===== config.mk =====
export PLATFORM = sky130hd
export DESIGN_NAME = card_id_access_table_top_flat
export DESIGN_NICKNAME = d
export VERILOG_FILES = /design/src/rtl/cidat_pkg.sv /design/src/rtl/cidat_if.sv /design/src/rtl/cidat_table.sv /design/src/rtl/card_id_access_table_top.sv /design/src/flat_wrapper.sv
export SDC_FILE = /design/constraint.sdc
export NUM_CORES = 1
export LEC_CHECK = 0
export CAP_MARGIN = 20
export CORE_AREA = 2 2 195 197
export CTS_BUF_LIST = sky130_fd_sc_hd__clkbuf_4
export DETAILED_ROUTE_END_ITERATION = 6
export DIE_AREA = 0 0 197 199
export DONT_BUFFER_PORTS = 1
export PLACE_DENSITY = 0.7
export SYNTH_ARGS = -nofsm -noshare
export SYNTH_HDL_FRONTEND = slang
export SYNTH_SLANG_ARGS = --single-unit

===== constraint.sdc =====
create_clock -name clk -period 8 [get_ports clk]
set_clock_uncertainty 0.2 [all_clocks]
set_input_delay 0.4 -clock clk [delete_from_list [all_inputs] [get_ports clk]]
set_output_delay 0.4 -clock clk [all_outputs]
set_load 0.01 [all_outputs]

===== src/rtl/cidat_pkg.sv =====
package cidat_pkg;

  // default table size and master card reset value
  localparam int unsigned TABLE_DEPTH_DEF = 8;
  localparam logic [31:0] MASTER_ID_RST   = 32'hBA3D_F306;

  localparam int unsigned FUNC_W   = 2;
  localparam int unsigned ID_W     = 32;
  localparam int unsigned STATUS_W = 3;
  localparam int unsigned COUNT_W  = 4;

  // request operations
  localparam logic [FUNC_W-1:0] FUNC_LOOKUP = 2'd0;
  localparam logic [FUNC_W-1:0] FUNC_ADD    = 2'd1;
  localparam logic [FUNC_W-1:0] FUNC_DELETE = 2'd2;

  // result codes
  localparam logic [STATUS_W-1:0] ST_OK      = 3'd0;
  localparam logic [STATUS_W-1:0] ST_MISSING = 3'd1;
  localparam logic [STATUS_W-1:0] ST_FULL    = 3'd2;
  localparam logic [STATUS_W-1:0] ST_MASTER  = 3'd3;
  localparam logic [STATUS_W-1:0] ST_MEMBER  = 3'd4;

  typedef struct packed {
    logic [FUNC_W-1:0] func;
    logic [ID_W-1:0]   card_id;
  } req_t;

  typedef struct packed {
    logic [STATUS_W-1:0] status;
    logic [COUNT_W-1:0]  entry_count;
  } rsp_t;

endpackage


===== src/rtl/cidat_if.sv =====
interface cidat_in_if import cidat_pkg::*; ();
  logic                valid;
  logic                ready;
  logic [FUNC_W-1:0]   func;
  logic [ID_W-1:0]     card_id;

  modport source (output valid, output func, output card_id, input ready);
  modport sink   (input valid, input func, input card_id, output ready);
endinterface

interface cidat_out_if import cidat_pkg::*; ();
  logic                valid;
  logic                ready;
  logic [STATUS_W-1:0] status;
  logic [COUNT_W-1:0]  entry_count;

  modport source (output valid, output status, output entry_count, input ready);
  modport sink   (input valid, input status, input entry_count, output ready);
endinterface


===== src/rtl/cidat_table.sv =====
module cidat_table import cidat_pkg::*; #(
  parameter int unsigned TABLE_DEPTH = TABLE_DEPTH_DEF
) (
  input  logic        clk,
  input  logic        rst_n,
  input  logic        fire,
  input  req_t        req,
  input  logic [ID_W-1:0] master_id,
  output rsp_t        rsp
);

  localparam int unsigned CNT_W = $clog2(TABLE_DEPTH + 1);
  localparam int unsigned IDX_W = (TABLE_DEPTH > 1) ? $clog2(TABLE_DEPTH) : 1;

  logic [ID_W-1:0]        ids_r [TABLE_DEPTH];
  logic [CNT_W-1:0]       count_r;
  logic [CNT_W-1:0]       count_nxt;
  logic [TABLE_DEPTH-1:0] match;
  logic                   hit;
  logic [IDX_W-1:0]       slot;
  logic [IDX_W-1:0]       last_idx;
  logic                   full;
  logic                   do_add;
  logic                   do_del;
  logic [STATUS_W-1:0]    status;

  // parallel compare against valid slots
  always_comb begin
    for (int i = 0; i < TABLE_DEPTH; i++) begin
      match[i] = (CNT_W'(i) < count_r) && (ids_r[i] == req.card_id);
    end
  end

  // members are unique, so the matching index is an or of masked indices
  always_comb begin
    slot = '0;
    for (int i = 0; i < TABLE_DEPTH; i++) begin
      if (match[i]) begin
        slot = slot | IDX_W'(i);
      end
    end
  end

  assign hit      = |match;
  assign full     = (count_r == CNT_W'(TABLE_DEPTH));
  assign last_idx = IDX_W'(count_r - CNT_W'(1));

  // operation decode
  always_comb begin
    do_add = 1'b0;
    do_del = 1'b0;
    unique case (req.func)
      FUNC_ADD: begin
        if (req.card_id == master_id) begin
          status = ST_MASTER;
        end else if (hit) begin
          status = ST_MEMBER;
        end else if (full) begin
          status = ST_FULL;
        end else begin
          status = ST_OK;
          do_add = 1'b1;
        end
      end
      FUNC_DELETE: begin
        if (hit) begin
          status = ST_OK;
          do_del = 1'b1;
        end else begin
          status = ST_MISSING;
        end
      end
      default: begin
        status = hit ? ST_OK : ST_MISSING;
      end
    endcase
  end

  always_comb begin
    count_nxt = count_r;
    if (do_add) begin
      count_nxt = count_r + CNT_W'(1);
    end else if (do_del) begin
      count_nxt = count_r - CNT_W'(1);
    end
  end

  assign rsp.status      = status;
  assign rsp.entry_count = COUNT_W'(count_nxt);

  // entry count
  always_ff @(posedge clk) begin
    if (!rst_n) begin
      count_r <= '0;
    end else if (fire) begin
      count_r <= count_nxt;
    end
  end

  // slot storage: add fills the next free slot, delete pulls the last one down
  always_ff @(posedge clk) begin
    if (fire && do_add) begin
      ids_r[count_r[IDX_W-1:0]] <= req.card_id;
    end else if (fire && do_del) begin
      ids_r[slot] <= ids_r[last_idx];
    end
  end

`ifndef SYNTHESIS
  a_unique_match: assert property (@(posedge clk) disable iff (!rst_n)
    $onehot0(match))
    else $error("more than one slot holds the same id");

  a_count_bound: assert property (@(posedge clk) disable iff (!rst_n)
    count_r <= CNT_W'(TABLE_DEPTH))
    else $error("entry count beyond table depth");

  a_add_grows: assert property (@(posedge clk) disable iff (!rst_n)
    fire && do_add |=> count_r == $past(count_r) + CNT_W'(1))
    else $error("accepted add did not grow the table");

  a_refused_add_holds: assert property (@(posedge clk) disable iff (!rst_n)
    fire && (req.func == FUNC_ADD) && (status != ST_OK) |=> $stable(count_r))
    else $error("refused add changed the entry count");
`endif

endmodule


===== src/rtl/card_id_access_table_top.sv =====
// channel  | dir | handshake      | payload
// in_req   | in  | valid / ready  | func[1:0], card_id[31:0]
// out_rsp  | out | valid / ready  | status[2:0], entry_count[3:0]
// cfg      | in  | cfg_we         | cfg_wdata[31:0] -> master id
//
// one request per cycle while out_rsp is ready; a result is presented once its
// request has passed the input register, loaded at the accepting edge, and the
// result register (on fire); the table compare and count update sit between them
// reset is synchronous and empties the table at once, no clearing pass
// a stalled result holds in the result register while the next request waits
// in the input register; both sides move every cycle when out_rsp is ready
module card_id_access_table_top import cidat_pkg::*; #(
  parameter int unsigned TABLE_DEPTH = TABLE_DEPTH_DEF
) (
  input  logic               clk,
  input  logic               rst_n,
  cidat_in_if.sink           in_req,
  cidat_out_if.source        out_rsp,
  input  logic               cfg_we,
  input  logic [ID_W-1:0]    cfg_wdata
);

  logic            in_v_r;
  req_t            in_req_r;
  logic            out_v_r;
  rsp_t            out_rsp_r;
  logic [ID_W-1:0] master_r;
  logic            fire;
  rsp_t            tbl_rsp;

  assign fire         = in_v_r && (!out_v_r || out_rsp.ready);
  assign in_req.ready = !in_v_r || fire;

  // master card register
  always_ff @(posedge clk) begin
    if (!rst_n) begin
      master_r <= MASTER_ID_RST;
    end else if (cfg_we) begin
      master_r <= cfg_wdata;
    end
  end

  // input register
  always_ff @(posedge clk) begin
    if (!rst_n) begin
      in_v_r <= 1'b0;
    end else if (in_req.ready) begin
      in_v_r <= in_req.valid;
    end
  end

  always_ff @(posedge clk) begin
    if (in_req.ready && in_req.valid) begin
      in_req_r.func    <= in_req.func;
      in_req_r.card_id <= in_req.card_id;
    end
  end

  cidat_table #(
    .TABLE_DEPTH (TABLE_DEPTH)
  ) u_table (
    .clk       (clk),
    .rst_n     (rst_n),
    .fire      (fire),
    .req       (in_req_r),
    .master_id (master_r),
    .rsp       (tbl_rsp)
  );

  // result register
  always_ff @(posedge clk) begin
    if (!rst_n) begin
      out_v_r <= 1'b0;
    end else if (fire) begin
      out_v_r <= 1'b1;
    end else if (out_rsp.ready) begin
      out_v_r <= 1'b0;
    end
  end

  always_ff @(posedge clk) begin
    if (fire) begin
      out_rsp_r <= tbl_rsp;
    end
  end

  assign out_rsp.valid       = out_v_r;
  assign out_rsp.status      = out_rsp_r.status;
  assign out_rsp.entry_count = out_rsp_r.entry_count;

endmodule

===== src/flat_wrapper.sv =====
// flat-port wrapper written by rule: the top's interface ports become plain ports
module card_id_access_table_top_flat import cidat_pkg::*;
#(
  parameter int unsigned TABLE_DEPTH = TABLE_DEPTH_DEF
)
  (clk, rst_n, cfg_we, cfg_wdata, in_req_valid, in_req_func, in_req_card_id, in_req_ready, out_rsp_valid, out_rsp_status, out_rsp_entry_count, out_rsp_ready);
  cidat_in_if in_req_i ();
  cidat_out_if out_rsp_i ();
  input  logic clk;
  input  logic rst_n;
  input  logic cfg_we;
  input  logic [ID_W-1:0] cfg_wdata;
  input wire logic [$bits(in_req_i.valid)-1:0] in_req_valid;
  input wire logic [$bits(in_req_i.func)-1:0] in_req_func;
  input wire logic [$bits(in_req_i.card_id)-1:0] in_req_card_id;
  output wire logic [$bits(in_req_i.ready)-1:0] in_req_ready;
  output wire logic [$bits(out_rsp_i.valid)-1:0] out_rsp_valid;
  output wire logic [$bits(out_rsp_i.status)-1:0] out_rsp_status;
  output wire logic [$bits(out_rsp_i.entry_count)-1:0] out_rsp_entry_count;
  input wire logic [$bits(out_rsp_i.ready)-1:0] out_rsp_ready;
  assign in_req_i.valid = in_req_valid;
  assign in_req_i.func = in_req_func;
  assign in_req_i.card_id = in_req_card_id;
  assign in_req_ready = in_req_i.ready;
  assign out_rsp_valid = out_rsp_i.valid;
  assign out_rsp_status = out_rsp_i.status;
  assign out_rsp_entry_count = out_rsp_i.entry_count;
  assign out_rsp_i.ready = out_rsp_ready;
  card_id_access_table_top #(.TABLE_DEPTH(TABLE_DEPTH)) u_core (.clk(clk), .rst_n(rst_n), .in_req(in_req_i), .out_rsp(out_rsp_i), .cfg_we(cfg_we), .cfg_wdata(cfg_wdata));
endmodule

======== Word-level counts from Yosys, hierarchy flattened ========
Memory sizes are Yosys's and may differ from the RTL's.
Index checks and enable logic that the tools add are counted.
Widths: inputs -> output; s select.
operators by class
  $add $sub $neg .......................... 2
  $mul .................................... 0
  divide/modulo/power cells ............... 0
  order comparisons ....................... 8
  equal/unequal tests ..................... 12
  shift operators ......................... 0
  multiplexer cells ....................... 30
  bitwise logic cells ..................... 0
  reductions and logical operators ........ 19
operator list
  operator             number
  $eq 32x32->1         9
  $mux 32              1
  $reduce_or 32->1     1
  $mux 3               8
  $lt 3x4->1 const A   4
  $mux 1               16
  $logic_and 1x1->1    12
  $lt 1x4->1 const A   2
  $lt 2x4->1 const A   2
  $mux 4               2
  $reduce_or 8->1      1
  $mux 2               3
  $add 4x1->4 const B  1
  $eq 4x4->1 const B   1
  $sub 4x1->4 const B  1
  $eq 2x1->1 const B   1
  $eq 2x2->1 const B   1
  $logic_not 1->1      2
  $logic_or 1x1->1     2
  $reduce_bool 2->1    1
storage, ports and cells
  flip-flop bits (word level) ............. 79
  bits in latches ......................... 0
  memory bits (writable) .................. 256
  memory bits (read-only) ................. 0
  input bits .............................. 71
  output and inout port bits .............. 9
  memories ................................ 1
memories
  name                  words  width  read ports  clocked after memory_dff  wr ports  RTL line           text
  u_core.u_table.ids_r  8      32     9           0                         1         cidat_table.sv:15  logic [ID_W-1:0] ids_r [TABLE_DEPTH];

======== Depth between registers and ports, before layout ========
An unclocked memory read counts as a cell.
  word-level depth ........................ 12
  depth in mapped cells ................... 13
  depth with buffers taken out ............ 9

======== Cells and area by module ========
A second synthesis with hierarchy kept.
second synthesis, totals
  cells, all modules ...................... 1117
  area total of the unflattened synthesis .. 16399.5 um^2
modules (own cells, without submodules)
  module                    times used  cells an instance  area an instance (um^2)
  cidat_table               1           964                13893.3
  card_id_access_table_top  1           153                2506.2

======== Worst setup path before layout ========
OpenSTA, ideal clock, no wires.
  kind .................................... flip-flop to flip-flop
  start ................................... reg u_core.u_table.count_r[0]
  end ..................................... mem u_core.u_table.ids_r[0][0], enable pin
  arrival ................................. 5.508 ns
  data required time ...................... 7.298 ns
  slack ................................... 1.791 ns
  stages on the path, launching flop included .. 13
  buffers on the path ..................... 3
  period minus slack after synthesis ...... 6.209 ns
  cells stage by stage .................... dfxtp_1 clkbuf_1 clkbuf_1 inv_1 ha_1 o21ai_1 nand4_1 nor3_1 a31o_2 or3_1 buf_6 a21oi_2 nor4_1
on the way
  cells in the longest elaborated chain, start to end .. 11
  elaborated cells between the ends (all ways) .. 41
  classes of those cells .................. order compare: 8; eq/ne: 1; mux: 20; reduce/logical: 12
ends and longest elaborated chain
  what                                         RTL line                                text
  start: declaration                           cidat_table.sv:16                       logic [CNT_W-1:0] count_r;
  start signal: assignment                     cidat_table.sv:96                       count_r <= count_nxt;
  $lt 1x4->1 (tied with other cells)           cidat_table.sv:30                       match[i] = (CNT_W'(i) < count_r) && (ids_r[i] == req.card_id);
  $logic_and 1x1->1                            cidat_table.sv:30
  $reduce_or 8->1                              cidat_table.sv:44                       assign hit = |match;
  $mux 1, on equally long branches             cidat_table.sv:66, cidat_table.sv:56
  $mux 1, on equally long branches             cidat_table.sv:52, cidat_table.sv:54
  $logic_and 1x1->1 or $mux 1 (tied branches)  cidat_table.sv:104, cidat_table.sv:52
  $mux 1 or $logic_and 1x1->1 (tied branches)  cidat_table.sv:104, cidat_table.sv:102
  $mux 1                                       cidat_table.sv:102                      if (fire && do_add) begin
  $mux 1 (not written as such)                 cidat_table.sv:105                      ids_r[slot] <= ids_r[last_idx];
  $reduce_or 32->1 (no line)                   --
  $mux 3 (no line) or $mux 1 (tied branches)   --
  end: declaration                             cidat_table.sv:15
Several ways; a longest one is shown, not always the timed one.

======== Worst setup path after layout ========
  start ................................... reg u_core.in_req_r[8] (netlist bit)
  end ..................................... mem u_core.u_table.ids_r[3][0], data pin
on the way
  cells in the longest elaborated chain, start to end .. 11
  elaborated cells between the ends (all ways) .. 30
  classes of those cells .................. eq/ne: 9; mux: 9; reduce/logical: 12
ends and longest elaborated chain
  what                                         RTL line                                text
  start: declaration                           card_id_access_table_top.sv:24          req_t in_req_r;
  $eq 32x32->1                                 cidat_table.sv:30
  $logic_and 1x1->1                            cidat_table.sv:30
  $reduce_or 8->1                              cidat_table.sv:44
  $mux 1, on equally long branches             cidat_table.sv:66, cidat_table.sv:56
  $mux 1, on equally long branches             cidat_table.sv:52, cidat_table.sv:54
  $logic_and 1x1->1 or $mux 1 (tied branches)  cidat_table.sv:104, cidat_table.sv:52
  $mux 1 or $logic_and 1x1->1 (tied branches)  cidat_table.sv:104, cidat_table.sv:102
  $mux 1 *                                     cidat_table.sv:102
  $mux 1 (not written as such) *               cidat_table.sv:105
  $reduce_or 32->1 (no line) *                 --
  $mux 32 (no line) *                          --
Mark *: on every way between the ends. The rest lies on a longest branch, timed or not.

==> results by group <==
Cells and area
  – Nets: 1375
  – Layout Cells excl Fill: 1840
  – Commonest non-fill, non-tap cell in the layout: edfxtp_1
  – Final instance area: around 0.019 mm²
  – Layout cells sized above 1: 0.180
  – Commonest non-fill, non-tap cells in the layout: 297 x edfxtp_1, 153 x xor2_1, 138 x xnor2_1
  – Finished Core Util: 0.521
  – Syn-to-layout area delta: 17.6%

Drt
  – Final WL: 53.8 mm
  – Wire length on met2: 25.8 mm
  – Post-route DRC: 2
  – Initial drt markers: around 1.4k
  – Top layer reached by signal wires: met4
  – Routed Antenna Nets: 0
  – Met1 WL: 20.4 mm
  – Drt wl/cell: 29.2 µm
  – Detailed Routing Iterations Pass 1: 7
  – Met3 routed WL: 5.41 mm
  – DR vias: 11.2k
  – Routed vias/inst: a little over 6

Timing
  – Worst-margin pin slew: 1.10 ns
  – RSZ-0062 raised after global routing: no
  – Final WS setup: 2.69 ns
  – Max transition margin: 0.263
  – Slew Viols, Final: 0
  – Final min period: around 5.3 ns
  – Tcrit/Tclk final: 0.664
  – Final TNS setup: 0 ns
  – Final Hold Violating Endpoints: 0
  – Fmax: 188 MHz
  – Final setup vio count: 0

Synthesis
  – Distinct cells, synth: between 50 and 60
  – Syn Std Cell Area: approximately 0.016 mm²
  – Sequential area share after synthesis: 0.588
  – Synth Instances: 1129
  – Top FF cell, synth: edfxtp_1
  – Syn Area/Cell: 14.6 µm²
  – Syn Nets: about 1.2k
  – Post-synth EDFFs: ~300
  – FF+latch count, synth: 335
  – Ys async rst share: 0
  – Synth warn: 0

Critical path
  – Slowest Stage Delay on Critical Path: 0.95 ns
  – Worst Path Arrival: 5.50 ns
  – Buf/Inv on CP: 0
  – CP Max Fanout: 33
  – Crit path launch type: flip-flop
  – Critical Path End Type: flip-flop
  – CP cell instances: xor2_1 > nor4_1 > nand3_1 > or3_4 > o2111ai_2 > or3_1 > nand2_2 > o21ai_0
  – Worst Setup Path Type: reg -> reg
  – CP max-delay cell: nor4_1
  – Data required time of the worst path: 8.19 ns
  – CP top delay family: simple AND/OR/NAND/NOR gates

Die
  – Row Count: 71
  – Die area: 0.0392 mm²
  – Die Y: slightly below 200 µm
  – I/O pins: 80
  – Starting Density: 0.443
  – CORE AREA: 0.0371 mm²
  – Die boundary width: 197 µm

GRT
  – First-pass GRT wire length: 77.4 mm
  – Grt ovf: 0
  – Largest net degree at the start of global routing: 55
  – Vias in the first global route: 11.2k
  – Gr usage total: 0.277
  – Initial antenna violation count: 2

Clock network
  – Gates resized, CTS repair: 0
  – CTS Hold Buffers Added: 131
  – Total CTS buffers: 88
  – Skew-Pair Late Insertion Delay: approximately 0.78 ns
  – Clock root cell: clkbuf_4
  – Longest Clk Path Bufs: 3
  – CTS H-tree lvls: 3
  – CTS tree: yes
  – Clock Pin Slew Worst Setup and Hold Paths: 0.07 ns
  – Post-CTS Setup Inserts: 0
  – Sink Count: between 300 and 400

Run
  – Max_cap viols: 0

Placement
  – Port Buffers: 0
  – Routability cong.: 1.01
  – Dpl ws: 2.60 ns
  – Cell total after placement: around 1.6k
  – DP Wirelength: 35.5 mm
  – Placed Area: 0.0169 mm²

Run status
  – Status: finished with violations
  – Violated checks: DRC

Pwr
  – Pleak: 0.00650 µW
  – VDD IR max: 0.0918 mV
  – Power Density: 194 mW/mm²

Min path
  – Worst min-delay path class: in -> reg
[logic make-up (layout without fill, tap and decap cells)]
group,count (synthesis),count (layout),share of synthesized area
AOI/OAI and AO/OA,96,96,0.0339
xor gates and xnor gates,292,292,0.155
and+or+nand+nor,190,190,0.0646
other,0,2,0
adders and majority gates,4,4,0.00304
buffers and inverters,78,313,0.0253
muxes,134,134,0.130
DFF,335,335,0.588
[cells in the mapped netlist, types with 2 or more instances]
library cell,n,area share
a21oi_1,4,0.0012
xnor2_1,138,0.073
clkbuf_1,23,0.0052
nand2_1,35,0.0080
o21a_1,3,0.0014
inv_1,4,0.00091
nand3_1,10,0.0030
xor2_1,154,0.082
o211ai_1,2,0.00091
a31o_2,2,0.0011
mux4_2,64,0.088
ha_1,4,0.0030
nor2_1,12,0.0027
nand2b_1,3,0.0011
edfxtp_1,297,0.54
nor3_1,12,0.0036
o21ai_1,32,0.0097
and2_1,2,0.00076
a211oi_1,5,0.0023
o21ai_0,37,0.011
or3_1,3,0.0011
buf_4,27,0.012
nor2b_1,19,0.0072
nand4_1,40,0.015
mux2i_1,70,0.043
nor4_1,44,0.017
buf_1,10,0.0023
dfxtp_1,38,0.046
buf_2,12,0.0036
[cell type report]
cell class                 count  area [µm²]
clock buffer                 124         931
timing repair buffer         154        1520
tap                          474         593
antenna                        2        5.00
fill                        3028       17800
inverter                       5        18.8
sequential                   335        9680
multi-input combinational    716        6470
clock inverter                30         135
[metrics by stage]
stage / hold WS [ns] / power [µW]
floorplan: 0.263 / 2180
global placement: 0.274 / 2260
detailed placement: 0.277 / 2260
CTS: 0.0296 / 3750
global route: 0.0179 / 3880
finish: 0.0495 / 3760
[worst reg2reg max path, delay by kind of cell (launching register included)]
| kind | cells | cell delay [ns] |
|---|---|---|
| and+or+nand+nor | 5 | 2.73 |
| DFF | 1 | 0.70 |
| AOI/OAI and AO/OA | 2 | 1.07 |
| xor gates and xnor gates | 1 | 0.28 |
[metal layers]
metal	up-vias	global-route usage
met4	0	0.123
met5	-	0
li1	4647	-
met1	5671	0.355
met3	130	0.0705
met2	748	0.448
[where the power goes]
| group | total (µW) | switching [µW] | internal (µW) | leakage (µW) |
|---|---|---|---|---|
| Clock | 1460 | 739 | 718 | 0.000635 |
| Sequential | 1990 | 63.8 | 1930 | 0.00302 |
| Combinational | 304 | 158 | 146 | 0.00285 |
[registers in the layout, indices dropped and copies added (netlist names)]
register                    flops
u_core.u_table.count_r          4
u_core.out_rsp.status           3
u_core.out_rsp.valid            1
u_core.in_v_r                   1
u_core.out_rsp.entry_count      4
u_core.in_req_r                34
u_core.master_r                32
u_core.u_table.ids_r          256
[worst paths after layout]
kind / start / slack, ns / depth (start not counted) / to
max: u_core.in_req_r[8] / 2.69 / 8 / u_core.u_table.ids_r[3][0]
min: in_req_card_id[7] / 0.05 / 1 / u_core.in_req_r[7]
max reg2reg: u_core.in_req_r[8] / 2.69 / 8 / u_core.u_table.ids_r[3][0]
min reg2reg: u_core.in_v_r / 0.36 / 2 / u_core.in_v_r
(Power assumes the default switching activity.)
